<file path="src/rtl/cpd_pkg.sv">
// Shared types, constants and microcode table for the cascaded PD heading controller.
`default_nettype none
package cpd_pkg;

  localparam int MODE_W    = 2;
  localparam int PE_W      = 24;
  localparam int GR_W      = 24;
  localparam int DRIVE_W   = 22;
  localparam int FLAGS_W   = 4;
  localparam int GAIN_W    = 16;
  localparam int GAIN_FRAC = 8;
  localparam int GLIM_W    = 23;
  localparam int CFG_IDX_W = 3;
  localparam int CFG_DAT_W = 23;
  localparam int STEP_W    = 4;

  localparam logic [MODE_W-1:0] MODE_RIGHT = 2'd1;
  localparam logic [MODE_W-1:0] MODE_LEFT  = 2'd2;

  localparam logic [CFG_IDX_W-1:0] REG_POS_KP     = 3'd0;
  localparam logic [CFG_IDX_W-1:0] REG_POS_KD     = 3'd1;
  localparam logic [CFG_IDX_W-1:0] REG_RATE_KP    = 3'd2;
  localparam logic [CFG_IDX_W-1:0] REG_RATE_KD    = 3'd3;
  localparam logic [CFG_IDX_W-1:0] REG_GYRO_LIMIT = 3'd4;

  localparam logic [GAIN_W-1:0] POS_KP_RST     = 16'd4634;
  localparam logic [GAIN_W-1:0] POS_KD_RST     = 16'd169;
  localparam logic [GAIN_W-1:0] RATE_KP_RST    = 16'd640;
  localparam logic [GAIN_W-1:0] RATE_KD_RST    = 16'd38;
  localparam logic [GLIM_W-1:0] GYRO_LIMIT_RST = 23'd409600;

  localparam logic [STEP_W-1:0] STEP_IDLE  = 4'd0;
  localparam logic [STEP_W-1:0] STEP_DPOS  = 4'd1;
  localparam logic [STEP_W-1:0] STEP_MKD   = 4'd2;
  localparam logic [STEP_W-1:0] STEP_ACC1  = 4'd3;
  localparam logic [STEP_W-1:0] STEP_TGT   = 4'd4;
  localparam logic [STEP_W-1:0] STEP_OVR   = 4'd5;
  localparam logic [STEP_W-1:0] STEP_RERR  = 4'd6;
  localparam logic [STEP_W-1:0] STEP_DRATE = 4'd7;
  localparam logic [STEP_W-1:0] STEP_MRKD  = 4'd8;
  localparam logic [STEP_W-1:0] STEP_ACC2  = 4'd9;
  localparam logic [STEP_W-1:0] STEP_OUT   = 4'd10;

  typedef enum logic [2:0] {
    MS_NONE,
    MS_KP_PE,
    MS_KD_DPOS,
    MS_RKP_RERR,
    MS_RKD_DRATE
  } mul_sel_t;

  typedef enum logic [1:0] {
    ACC_HOLD,
    ACC_LOAD,
    ACC_ADD
  } acc_op_t;

  typedef enum logic [1:0] {
    J_NEXT,
    J_WAIT_IN,
    J_SKIP_STRAIGHT,
    J_WAIT_OUT
  } jmp_t;

  typedef struct packed {
    logic              ld_in;
    logic              do_dpos;
    logic              do_tgt;
    logic              do_ovr;
    logic              do_rerr;
    logic              do_drate;
    logic              do_out;
    mul_sel_t          mul;
    acc_op_t           acc;
    jmp_t              jc;
    logic [STEP_W-1:0] tgt;
  } cw_t;

  typedef struct packed {
    logic     ld_in;
    logic     do_dpos;
    logic     do_tgt;
    logic     do_ovr;
    logic     do_rerr;
    logic     do_drate;
    logic     do_out;
    mul_sel_t mul;
    acc_op_t  acc;
  } dp_ctl_t;

  typedef struct packed {
    logic turn;
    logic out_free;
  } dp_sts_t;

  localparam cw_t CW_NOP = '{
    ld_in: 1'b0, do_dpos: 1'b0, do_tgt: 1'b0, do_ovr: 1'b0, do_rerr: 1'b0,
    do_drate: 1'b0, do_out: 1'b0, mul: MS_NONE, acc: ACC_HOLD, jc: J_NEXT,
    tgt: STEP_IDLE
  };

  // microcode ROM
  function automatic cw_t rom_word(input logic [STEP_W-1:0] a);
    cw_t w;
    w = CW_NOP;
    unique case (a)
      STEP_IDLE: begin
        w.ld_in = 1'b1;
        w.jc    = J_WAIT_IN;
      end
      STEP_DPOS: begin
        w.do_dpos = 1'b1;
        w.mul     = MS_KP_PE;
      end
      STEP_MKD: begin
        w.mul = MS_KD_DPOS;
        w.acc = ACC_LOAD;
      end
      STEP_ACC1: begin
        w.acc = ACC_ADD;
      end
      STEP_TGT: begin
        w.do_tgt = 1'b1;
        w.jc     = J_SKIP_STRAIGHT;
        w.tgt    = STEP_RERR;
      end
      STEP_OVR: begin
        w.do_ovr = 1'b1;
      end
      STEP_RERR: begin
        w.do_rerr = 1'b1;
      end
      STEP_DRATE: begin
        w.do_drate = 1'b1;
        w.mul      = MS_RKP_RERR;
      end
      STEP_MRKD: begin
        w.mul = MS_RKD_DRATE;
        w.acc = ACC_LOAD;
      end
      STEP_ACC2: begin
        w.acc = ACC_ADD;
      end
      STEP_OUT: begin
        w.do_out = 1'b1;
        w.jc     = J_WAIT_OUT;
        w.tgt    = STEP_IDLE;
      end
      default: begin
        w.jc  = J_WAIT_OUT;
        w.tgt = STEP_IDLE;
      end
    endcase
    return w;
  endfunction

endpackage
`default_nettype wire

</file>
<file path="src/rtl/cpd_seq.sv">
// Microcode sequencer: step counter, control ROM lookup and conditional jumps.
`default_nettype none
module cpd_seq (
  input  wire logic            clk,
  input  wire logic            rst_n,
  input  wire logic            in_valid,
  output logic                 in_stall,
  input  wire cpd_pkg::dp_sts_t sts,
  output cpd_pkg::dp_ctl_t     ctl
);
  import cpd_pkg::*;

  logic [STEP_W-1:0] step_r, step_nxt;
  cw_t               cw;
  logic              in_fire;
  logic              out_wr;

  assign cw       = rom_word(step_r);
  assign in_stall = (cw.jc != J_WAIT_IN);
  assign in_fire  = in_valid && !in_stall;
  assign out_wr   = cw.do_out && sts.out_free;

  always_comb begin
    ctl.ld_in    = cw.ld_in && in_fire;
    ctl.do_dpos  = cw.do_dpos;
    ctl.do_tgt   = cw.do_tgt;
    ctl.do_ovr   = cw.do_ovr;
    ctl.do_rerr  = cw.do_rerr;
    ctl.do_drate = cw.do_drate;
    ctl.do_out   = out_wr;
    ctl.mul      = cw.mul;
    ctl.acc      = cw.acc;
  end

  always_comb begin
    step_nxt = step_r + STEP_W'(1);
    unique case (cw.jc)
      J_NEXT: step_nxt = step_r + STEP_W'(1);
      J_WAIT_IN: begin
        if (!in_fire) step_nxt = step_r;
      end
      J_SKIP_STRAIGHT: begin
        if (!sts.turn) step_nxt = cw.tgt;
      end
      J_WAIT_OUT: step_nxt = sts.out_free ? cw.tgt : step_r;
      default: step_nxt = STEP_IDLE;
    endcase
  end

  always_ff @(posedge clk) begin
    if (!rst_n) begin
      step_r <= STEP_IDLE;
    end else begin
      step_r <= step_nxt;
    end
  end

  a_accept_starts: assert property (@(posedge clk) disable iff (!rst_n)
    (in_valid && !in_stall) |=> (step_r == STEP_DPOS))
    else $error("accepted request did not start the program");

  a_step_range: assert property (@(posedge clk) disable iff (!rst_n)
    step_r <= STEP_OUT)
    else $error("step counter left the program");

  a_out_once: assert property (@(posedge clk) disable iff (!rst_n)
    (ctl.do_out) |=> (step_r == STEP_IDLE))
    else $error("result write did not return to idle");

endmodule
`default_nettype wire

</file>
<file path="src/rtl/cpd_dp.sv">
// Datapath: gain registers, shared multiplier, accumulator, clamps and loop history.
`default_nettype none
module cpd_dp #(
  parameter int FRAC_BITS = 8
) (
  input  wire logic                              clk,
  input  wire logic                              rst_n,
  input  wire cpd_pkg::dp_ctl_t                  ctl,
  output cpd_pkg::dp_sts_t                       sts,
  input  wire logic                              cfg_wr,
  input  wire logic [cpd_pkg::CFG_IDX_W-1:0]     cfg_index,
  input  wire logic [cpd_pkg::CFG_DAT_W-1:0]     cfg_data,
  input  wire logic [cpd_pkg::MODE_W-1:0]        in_mode,
  input  wire logic signed [cpd_pkg::PE_W-1:0]   in_position_error,
  input  wire logic signed [cpd_pkg::GR_W-1:0]   in_gyro_rate,
  input  wire logic                              in_clear_history,
  output logic                                   out_valid,
  input  wire logic                              out_stall,
  output logic signed [cpd_pkg::DRIVE_W-1:0]     out_drive_offset,
  output logic [cpd_pkg::FLAGS_W-1:0]            out_sat_flags
);
  import cpd_pkg::*;

  localparam int POS_LIM_I  = ((403 << FRAC_BITS) + 5) / 10;
  localparam int RATE_LIM_I = 700 << FRAC_BITS;
  localparam int OUT_LIM_I  = 6500 << FRAC_BITS;
  localparam int TURN_I     = 1600 << FRAC_BITS;
  localparam int TW  = ($clog2(TURN_I) + 2 > PE_W) ? $clog2(TURN_I) + 2 : PE_W;
  localparam int DW  = PE_W + 1;
  localparam int RW  = TW + 1;
  localparam int PRW = RW + GAIN_W + 1;
  localparam int AW  = PRW + 1;
  localparam int SW  = AW - GAIN_FRAC;

  localparam logic signed [DW-1:0] POS_LIM  = DW'(POS_LIM_I);
  localparam logic signed [RW:0]   RATE_LIM = (RW + 1)'(RATE_LIM_I);
  localparam logic signed [SW-1:0] OUT_LIM  = SW'(OUT_LIM_I);
  localparam logic signed [TW-1:0] TURN     = TW'(TURN_I);

  logic [GAIN_W-1:0] pos_kp_r, pos_kd_r, rate_kp_r, rate_kd_r;
  logic [GLIM_W-1:0] gyro_limit_r;

  logic signed [PE_W-1:0] pe_r, prev_pos_r;
  logic signed [GR_W-1:0] gr_r;
  logic                   turn_r, right_r;
  logic signed [DW-1:0]   dpos_r;
  logic signed [TW-1:0]   target_r;
  logic signed [RW-1:0]   rerr_r, prev_rate_r, drate_r;
  logic signed [PRW-1:0]  prod_r;
  logic signed [AW-1:0]   acc_r;
  logic [FLAGS_W-1:0]     sat_r;
  logic                   out_valid_r;
  logic signed [DRIVE_W-1:0] drive_r;
  logic [FLAGS_W-1:0]     flags_out_r;

  logic [GAIN_W-1:0]      gain;
  logic signed [RW-1:0]   opnd;
  logic signed [DW-1:0]   pdiff, dpos_c;
  logic                   pdiff_sat;
  logic signed [SW-1:0]   acc_sh, glim, tgt_c, y_c;
  logic                   tgt_sat, y_sat;
  logic signed [RW:0]     rdiff, drate_c;
  logic                   rdiff_sat;

  assign sts.turn     = turn_r;
  assign sts.out_free = !out_valid_r || !out_stall;

  always_ff @(posedge clk) begin
    if (!rst_n) begin
      pos_kp_r     <= POS_KP_RST;
      pos_kd_r     <= POS_KD_RST;
      rate_kp_r    <= RATE_KP_RST;
      rate_kd_r    <= RATE_KD_RST;
      gyro_limit_r <= GYRO_LIMIT_RST;
    end else if (cfg_wr) begin
      unique case (cfg_index)
        REG_POS_KP:     pos_kp_r     <= cfg_data[GAIN_W-1:0];
        REG_POS_KD:     pos_kd_r     <= cfg_data[GAIN_W-1:0];
        REG_RATE_KP:    rate_kp_r    <= cfg_data[GAIN_W-1:0];
        REG_RATE_KD:    rate_kd_r    <= cfg_data[GAIN_W-1:0];
        REG_GYRO_LIMIT: gyro_limit_r <= cfg_data[GLIM_W-1:0];
        default: ;
      endcase
    end
  end

  always_comb begin
    gain = '0;
    opnd = '0;
    unique case (ctl.mul)
      MS_KP_PE: begin
        gain = pos_kp_r;
        opnd = RW'(pe_r);
      end
      MS_KD_DPOS: begin
        gain = pos_kd_r;
        opnd = RW'(dpos_r);
      end
      MS_RKP_RERR: begin
        gain = rate_kp_r;
        opnd = rerr_r;
      end
      MS_RKD_DRATE: begin
        gain = rate_kd_r;
        opnd = drate_r;
      end
      default: ;
    endcase
  end

  // clamps
  always_comb begin
    pdiff     = DW'(pe_r) - DW'(prev_pos_r);
    pdiff_sat = (pdiff > POS_LIM) || (pdiff < -POS_LIM);
    if (pdiff > POS_LIM)       dpos_c = POS_LIM;
    else if (pdiff < -POS_LIM) dpos_c = -POS_LIM;
    else                       dpos_c = pdiff;

    acc_sh  = acc_r[AW-1:GAIN_FRAC];
    glim    = $signed({{(SW-GLIM_W){1'b0}}, gyro_limit_r});
    tgt_sat = (acc_sh > glim) || (acc_sh < -glim);
    if (acc_sh > glim)       tgt_c = glim;
    else if (acc_sh < -glim) tgt_c = -glim;
    else                     tgt_c = acc_sh;

    y_sat = (acc_sh > OUT_LIM) || (acc_sh < -OUT_LIM);
    if (acc_sh > OUT_LIM)       y_c = OUT_LIM;
    else if (acc_sh < -OUT_LIM) y_c = -OUT_LIM;
    else                        y_c = acc_sh;

    rdiff     = (RW + 1)'(rerr_r) - (RW + 1)'(prev_rate_r);
    rdiff_sat = (rdiff > RATE_LIM) || (rdiff < -RATE_LIM);
    if (rdiff > RATE_LIM)       drate_c = RATE_LIM;
    else if (rdiff < -RATE_LIM) drate_c = -RATE_LIM;
    else                        drate_c = rdiff;
  end

  always_ff @(posedge clk) begin
    if (!rst_n) begin
      prev_pos_r  <= '0;
      prev_rate_r <= '0;
      out_valid_r <= 1'b0;
    end else begin
      if (ctl.ld_in && in_clear_history) begin
        prev_pos_r  <= '0;
        prev_rate_r <= '0;
      end
      if (ctl.do_dpos) prev_pos_r <= pe_r;
      if (ctl.do_drate) prev_rate_r <= rerr_r;
      if (ctl.do_out) out_valid_r <= 1'b1;
      else if (!out_stall) out_valid_r <= 1'b0;
    end
  end

  always_ff @(posedge clk) begin
    if (ctl.ld_in) begin
      pe_r    <= in_position_error;
      gr_r    <= in_gyro_rate;
      turn_r  <= (in_mode == MODE_RIGHT) || (in_mode == MODE_LEFT);
      right_r <= (in_mode == MODE_RIGHT);
      sat_r   <= '0;
    end
    if (ctl.do_dpos) begin
      dpos_r   <= dpos_c;
      sat_r[0] <= pdiff_sat;
    end
    if (ctl.do_tgt) begin
      target_r <= $signed(tgt_c[TW-1:0]);
      sat_r[1] <= tgt_sat;
    end
    if (ctl.do_ovr) target_r <= right_r ? TURN : -TURN;
    if (ctl.do_rerr) rerr_r <= -RW'(target_r) - RW'(gr_r);
    if (ctl.do_drate) begin
      drate_r  <= $signed(drate_c[RW-1:0]);
      sat_r[2] <= rdiff_sat;
    end
    prod_r <= $signed({1'b0, gain}) * opnd;
    unique case (ctl.acc)
      ACC_LOAD: acc_r <= AW'(prod_r);
      ACC_ADD:  acc_r <= acc_r + AW'(prod_r);
      default:  acc_r <= acc_r;
    endcase
    if (ctl.do_out) begin
      drive_r     <= $signed(y_c[DRIVE_W-1:0]);
      flags_out_r <= {y_sat, sat_r[2:0]};
    end
  end

  assign out_valid        = out_valid_r;
  assign out_drive_offset = drive_r;
  assign out_sat_flags    = flags_out_r;

  a_dpos_flag: assert property (@(posedge clk) disable iff (!rst_n)
    ($past(ctl.do_dpos) && sat_r[0]) |-> ((dpos_r == POS_LIM) || (dpos_r == -POS_LIM)))
    else $error("position difference flagged but not at its limit");

  a_no_overwrite: assert property (@(posedge clk) disable iff (!rst_n)
    (out_valid_r && out_stall) |-> !ctl.do_out)
    else $error("result register overwritten while held");

endmodule
`default_nettype wire

</file>
<file path="src/rtl/cascaded_pd_heading_controller_top.sv">
// Top level of the cascaded PD heading controller.
`default_nettype none
// One request in, one result out. A request is taken when the sequencer sits in its
// idle step; the control program then runs its steps on one shared 17 x (target+1)-bit
// multiplier, skipping the turn-override step in straight mode; the next request is taken
// only back in idle, after the output step, which waits while out_stall holds the previous
// result. The result register lets a new request start while the last result waits.
// Configuration writes are taken every cycle (cfg_ready is always high);
// write only while no request is in flight. Indexes beyond the register list are ignored.
module cascaded_pd_heading_controller_top #(
  parameter int FRAC_BITS = 8
) (
  input  wire logic                              clk,
  input  wire logic                              rst_n,
  input  wire logic                              cfg_valid,
  output logic                                   cfg_ready,
  input  wire logic [cpd_pkg::CFG_IDX_W-1:0]     cfg_index,
  input  wire logic [cpd_pkg::CFG_DAT_W-1:0]     cfg_data,
  input  wire logic                              in_valid,
  output logic                                   in_stall,
  input  wire logic [cpd_pkg::MODE_W-1:0]        in_mode,
  input  wire logic signed [cpd_pkg::PE_W-1:0]   in_position_error,
  input  wire logic signed [cpd_pkg::GR_W-1:0]   in_gyro_rate,
  input  wire logic                              in_clear_history,
  output logic                                   out_valid,
  input  wire logic                              out_stall,
  output logic signed [cpd_pkg::DRIVE_W-1:0]     out_drive_offset,
  output logic [cpd_pkg::FLAGS_W-1:0]            out_sat_flags
);
  import cpd_pkg::*;

  dp_ctl_t ctl;
  dp_sts_t sts;

  assign cfg_ready = 1'b1;

  cpd_seq u_seq (
    .clk      (clk),
    .rst_n    (rst_n),
    .in_valid (in_valid),
    .in_stall (in_stall),
    .sts      (sts),
    .ctl      (ctl)
  );

  cpd_dp #(
    .FRAC_BITS (FRAC_BITS)
  ) u_dp (
    .clk               (clk),
    .rst_n             (rst_n),
    .ctl               (ctl),
    .sts               (sts),
    .cfg_wr            (cfg_valid && cfg_ready),
    .cfg_index         (cfg_index),
    .cfg_data          (cfg_data),
    .in_mode           (in_mode),
    .in_position_error (in_position_error),
    .in_gyro_rate      (in_gyro_rate),
    .in_clear_history  (in_clear_history),
    .out_valid         (out_valid),
    .out_stall         (out_stall),
    .out_drive_offset  (out_drive_offset),
    .out_sat_flags     (out_sat_flags)
  );

endmodule
`default_nettype wire

</file>
<file path="config.mk">
export PLATFORM = sky130hd
export DESIGN_NAME = cascaded_pd_heading_controller_top
export DESIGN_NICKNAME = d
export VERILOG_FILES = /design/src/rtl/cpd_pkg.sv /design/src/rtl/cpd_seq.sv /design/src/rtl/cpd_dp.sv /design/src/rtl/cascaded_pd_heading_controller_top.sv
export SDC_FILE = /design/constraint.sdc
export NUM_CORES = 2
export LEC_CHECK = 0
export BUFFER_PORTS_ARGS = -buffer_cell sky130_fd_sc_hd__buf_2
export CELL_PAD_IN_SITES_DETAIL_PLACEMENT = 0
export CELL_PAD_IN_SITES_GLOBAL_PLACEMENT = 2
export CORE_ASPECT_RATIO = 2
export CORE_MARGIN = 3
export CORE_UTILIZATION = 42
export CTS_BUF_LIST = sky130_fd_sc_hd__clkbuf_8
export DETAILED_ROUTE_END_ITERATION = 10
export PLACE_DENSITY_LB_ADDON = 0.1
export RECOVER_POWER = 25
export SLEW_MARGIN = 20
export SYNTH_ARGS = -nofsm -noshare
export SYNTH_HDL_FRONTEND = slang
export SYNTH_SLANG_ARGS = --single-unit
</file>
<file path="constraint.sdc">
create_clock -name clk -period 11.17 [get_ports clk]
set_input_delay 1.6755 -clock clk [delete_from_list [all_inputs] [get_ports clk]]
set_output_delay 1.6755 -clock clk [all_outputs]
set_load 0.01 [all_outputs]
</file>
-- Yosys cells after proc, flatten, opt, wreduce, memory -nomap -nowiden
Cells that the tools add are included.
- $mul: 1
- eq/ne operators: 29
- $lt $le $gt $ge: 8
- multiplexer cells: 36
- add/subtract/negate cells: 7
- reductions and logical operators: 35
- operators with widths (cell ; number):
    2-to-1 mux 24 bit ; 7
    2-to-1 mux 25 bit ; 4
    one-hot mux 25 bit (4 select lines) ; 1
    one-hot mux 43 bit (2 select lines) ; 1
    one-hot mux 16 bit (4 select lines) ; 1
    adder 43 x 42 -> 43 bit ; 1
    multiplier 17 x 25 -> 42 bit ; 1
    > comparator 35 x 22 -> 1 bit, second input constant ; 1
    > comparator 35 x 24 -> 1 bit ; 1
    < comparator 35 x 22 -> 1 bit, second input constant ; 1
    < comparator 35 bit ; 1
    negator 23 -> 35 bit ; 1
    > comparator 26 x 19 -> 1 bit, second input constant ; 1
    < comparator 26 x 19 -> 1 bit, second input constant ; 1
    subtractor 25 x 25 -> 26 bit ; 1
    > comparator 25 x 15 -> 1 bit, second input constant ; 1
    < comparator 25 x 15 -> 1 bit, second input constant ; 1
    negator 24 -> 25 bit ; 1
    subtractor 24 x 24 -> 25 bit ; 1
    subtractor 25 x 24 -> 25 bit ; 1
    2-to-1 mux 22 bit ; 1
    == test 4 x 3 -> 1 bit, second input constant ; 4
    one-hot mux 4 bit (4 select lines) ; 1
    nonzero test 2 bit ; 7
    25 further kinds ; 74
- input port bits: 82
- word-level logic and storage cells: 143
- flip-flop bits (word level): 404
- output and inout port bits: 29

-- Longest topological paths before layout
- word-level depth: 10
- gate-level depth with buffers: 33
- gate-level depth less buffers: 29

-- By module
From an unflattened synthesis, not the netlist that was laid out.
- cell total of the unflattened synthesis: 4275
- area, all modules: 39148.8 um^2
- modules (own cells, without submodules) (module ; instances ; area each (um^2) ; seq. area each (um^2) ; cells an instance):
    cpd_dp ; 1 ; 38674.6 ; 10219.8 ; 4215
    cpd_seq ; 1 ; 462.9 ; 80.1 ; 58
    cascaded_pd_heading_controller_top ; 1 ; 11.3 ; 0.0 ; 2

-- Worst setup path before layout
Ideal clock, no wire load.
- path kind: register to register
- from: register u_seq.step_r[1]
- to: register u_dp.prod_r[41]
- required time: 11.098 ns
- slack: 2.970 ns
- buffers on the path: 4
- setup time: 0.072 ns
- stages on the path, launching flop included: 31
- data arrival time: 8.128 ns
- period minus slack after synthesis: 8.200 ns
- path through: dfxtp_1 inv_1 ha_1 clkbuf_1 nor4b_1 clkbuf_1 clkbuf_1 a222oi_1 nand2_1 clkbuf_1 nand2_1 fa_1 inv_1 fa_1 fa_1 fa_1 fa_1 inv_1 fa_1 inv_1 ha_1 a21o_1 a211o_1 a211oi_1 a21oi_1 a221o_1 a41o_1 a31oi_1 o21ai_0 a21oi_1 xnor2_1
- longest elaborated chain between the ends: 5
- elaborated cells on any way between the ends: 12
- classes of those cells: mul: 1; eq/ne: 8; mux: 3
- RTL lines (item ; RTL line ; text):
    start: declaration ; cpd_seq.sv:13 ; logic [STEP_W-1:0] step_r, step_nxt;
    start signal: assignment ; cpd_seq.sv:54 ; step_r <= step_nxt;
    == test 4 bit, or another cell as far along ; cpd_pkg.sv:106 ; unique case (a)
    one-hot mux 3 bit (4 select lines) (*) ; cpd_pkg.sv:106 ;
    == test 3 bit, or another cell as far along ; cpd_dp.sv:90 ; unique case (ctl.mul)
    one-hot mux 16 bit (4 select lines) or one-hot mux 25 bit (4 select lines) (tied branches) ; cpd_dp.sv:90 ;
    multiplier 17 x 25 -> 42 bit (*) ; cpd_dp.sv:177 ; prod_r <= $signed({1'b0, gain}) * opnd;
    end signal: assignment ; cpd_dp.sv:177 ;
    end: declaration ; cpd_dp.sv:49 ; logic signed [PRW-1:0] prod_r;
Every way passes the cells marked *; elsewhere a longest branch is shown, timed or not.
A chain may end at the register's enable or synchronous reset.

-- Worst setup path after layout
Ends and elaborated chain as after synthesis.

==> results.cfg <==
[drt]
via_count = 30110
wl_mm = 129.0
drc = 0
first_iter_violations = 1457
first_pass_iters = 7
wl_per_cell_um = 23.23
vias_per_cell = 5.424
final_antenna_net_count = 0

[critical_path]
r2r_cells = 28
arrival_ns = 9.87
cp.required_ns = 11.79
crit_path_frequent_cell = fa_1
crit_type = reg2reg
crit_path_start_kind = flip-flop
crit_slowest_cell = nand2_1
ff2ff_setup_slack_ns = 1.92
cp-end-kind = flip-flop
path_max_fanout = 19
critPathMaxStageDelay_ns = 0.85

[clocking]
clk_path_buf_depth = 3
cts_sinks = 404
h-tree-depth = 3
ctsHoldBuffers = 0
cts_tree = built
cts_setup_buffers = 0
clock_latency_ns = 0.75
ctsRootBufferMaster = clkbuf_8
cts.repair.resized = 0
cts.reportedPaths.clkPinSlew_ns = 0.07
cts_made_buffers = 68

[power]
p_per_area_nw_per_um2 = 182.0
vdd_drop_max_mv = 0.1451
cellLeakagePower_nw = 18.55

[floorplan]
die_area_sq_um = 95850
start_util = 0.4255
die_w_um = 220.4
pin_count = 111
die_height_um = 434.8
core_sq_um = 90760
num_rows = 156

[synth]
async_flop_share = 0
synth_edf_count = 221
synth.most_common_cell = inv_1
ys_types = 96
yosys_warnings = 0
ys_seq_elements = 404
synthTopCellsByCount = inv_1, nand2_1, fa_1
synthFlopType = edfxtp_1
synth_nets = 5044
postSynthCellCount = 4261
yosysTopAreaCell = fa_1
seq_area_frac_synth = 0.2667
synth_area_sq_um = 38620
synth_top_area_frac = 0.2048
synth_area_per_cell_sq_um = 9.063
synthTopCellsByArea = fa_1, edfxtp_1, ha_1

[sta]
fin_ws_ns = 1.922
grt_setup_unrepaired = false
period_share = 0.8280
tns_ns = 0
max_slew.worst_pin.slew_ns = 3.218
fmax_mhz = 108.1
hold_viol_final = 0
skew_ns = 0.06184
fin_crit_ns = 9.248
slew_viol_final = 270
slew-limit-headroom = -1.145
finalSetupViolCount = 0

[placement]
dp_slack_ns = 1.999
place_congestion = 0.8928
placed_area_sq_um = 40440
dp_hpwl_mm = 105.5
portBuffers = 109

[global_route]
antenna_found_initial = 2
grt_pass1_wl_mm = 194.5
grt_max_degree = 86
grt_pass1_vias = 32340
grt_overflow = 0
grt_usage = 0.2732

[cells_and_area]
layout-drive-gt1-share = 0.08268
fin_area_sq_um = 41810
syn_to_final_growth_pct = 8.258
nNetsFinal = 5095

[worst_hold_path]
hold_class = reg2reg
hold_path_depth = 2

[outcome]
outcome = finished with violations
failed_checks = capacitance limit, slew limit

[flow_run]
drv_cap = 6
-- through the flow --
step | cells | hold WS [ns] | total power, mW | utilization
after floorplan | 4261 | 0.4003 | 4.880 | -
after global placement | 5425 | 0.4516 | 6.246 | 0.4453
after detailed placement | 5427 | 0.4444 | 6.261 | 0.4455
after CTS | 5551 | 0.4680 | 7.717 | 0.4610
after global routing | 5552 | 0.4758 | 8.229 | 0.4606
final | 5552 | 0.4681 | 7.611 | 0.4606
-- final timing paths --
check | startpoint | to
setup / recovery | u_seq.step_r[1]$_SDFFE_PN0P_ | u_dp.prod_r[41]$_DFF_P_
hold / removal | u_dp.pos_kd_r[6]$_SDFFE_PN0P_ | u_dp.pos_kd_r[6]$_SDFFE_PN0P_
setup reg to reg | u_seq.step_r[1]$_SDFFE_PN0P_ | u_dp.prod_r[41]$_DFF_P_
hold reg to reg | u_dp.pos_kd_r[6]$_SDFFE_PN0P_ | u_dp.pos_kd_r[6]$_SDFFE_PN0P_
-- flip-flops by register name, summed over array words and instances, names as in the netlist, 4 cells and up --
register / count
u_dp.out_drive_offset: 22
u_dp.rate_kd_r: 16
u_dp.acc_r: 43
u_dp.rate_kp_r: 16
u_seq.step_r: 4
u_dp.dpos_r: 25
u_dp.prev_rate_r: 25
u_dp.gr_r: 24
u_dp.pos_kd_r: 16
u_dp.out_sat_flags: 4
u_dp.pe_r: 24
u_dp.rerr_r: 25
u_dp.gyro_limit_r: 23
u_dp.pos_kp_r: 16
u_dp.prod_r: 42
u_dp.drate_r: 25
u_dp.prev_pos_r: 24
u_dp.target_r: 24
-- cell type report --
class,count,area [sq um]
fill,9188,48950
multi-input combinational,3030,25330
sequential,404,10300
inverter,663,2489
tap,1185,1483
clock buffer,73,1005
timing repair buffer,145,800.8
clock inverter,51,395.4
antenna,1,2.502
-- logic make-up after synthesis --
| logic type | Yosys count | synth area share |
|---|---|---|
| flip-flops | 404 | 0.2667 |
| XOR/XNOR | 158 | 0.03583 |
| adder cells (fa/ha/maj) | 701 | 0.3039 |
| AO/OA/AOI/OAI | 771 | 0.1406 |
| other | 1 | 0.00009710 |
| multiplexers | 54 | 0.01529 |
| AND/OR/NAND/NOR | 1345 | 0.1563 |
| buffers and inverters | 827 | 0.08125 |
-- cell usage in the layout, fill, tap and decap left out, types with 10 or more instances in the layout --
master	instances
dfxtp_1	183
xnor2_1	116
and2_1	56
nor2_2	13
a31o_2	13
a211o_1	12
inv_1	670
o211ai_1	20
nor2_1	369
xor2_1	42
nor3_1	38
clkbuf_8	73
a21oi_1	175
a222oi_1	35
and3_1	21
nand2b_1	34
edfxtp_1	221
clkinv_2	10
nand3_1	59
nor2b_1	75
mux2_2	40
or3_1	16
a21boi_0	77
fa_1	395
nand4_1	29
buf_4	31
o21ai_0	97
a21o_1	88
buf_2	106
mux2i_1	14
a211oi_1	17
o21a_1	25
clkinv_1	14
ha_1	305
o21bai_1	17
a22oi_1	60
nand2_1	569
a31oi_1	23
-- power breakdown --
group | leakage, nW | internal (mW) | switching, mW
Clock | 0.753 | 0.716 | 0.698
Sequential | 3.52 | 1.88 | 0.220
Combinational | 14.3 | 1.40 | 2.70
-- worst max-delay path, delay by kind of cell (launching register included) --
| kind | cells | cell delay (ns) |
|---|---|---|
| XOR/XNOR | 1 | 0.14 |
| adder cells (fa/ha/maj) | 8 | 3.80 |
| flip-flops | 1 | 0.34 |
| AND/OR/NAND/NOR | 4 | 1.72 |
| AO/OA/AOI/OAI | 10 | 2.46 |
| buffers and inverters | 5 | 0.61 |
-- layer usage --
metal,GRT usage,wire length (um),part of all wire
met2,0.5145,70000,0.54
met4,0.1876,10840,0.084
met5,0,13,0.00010
met1,0.2737,44070,0.34
met3,0.03156,4042,0.031
No activity file was read; power rests on OpenSTA's default activity.
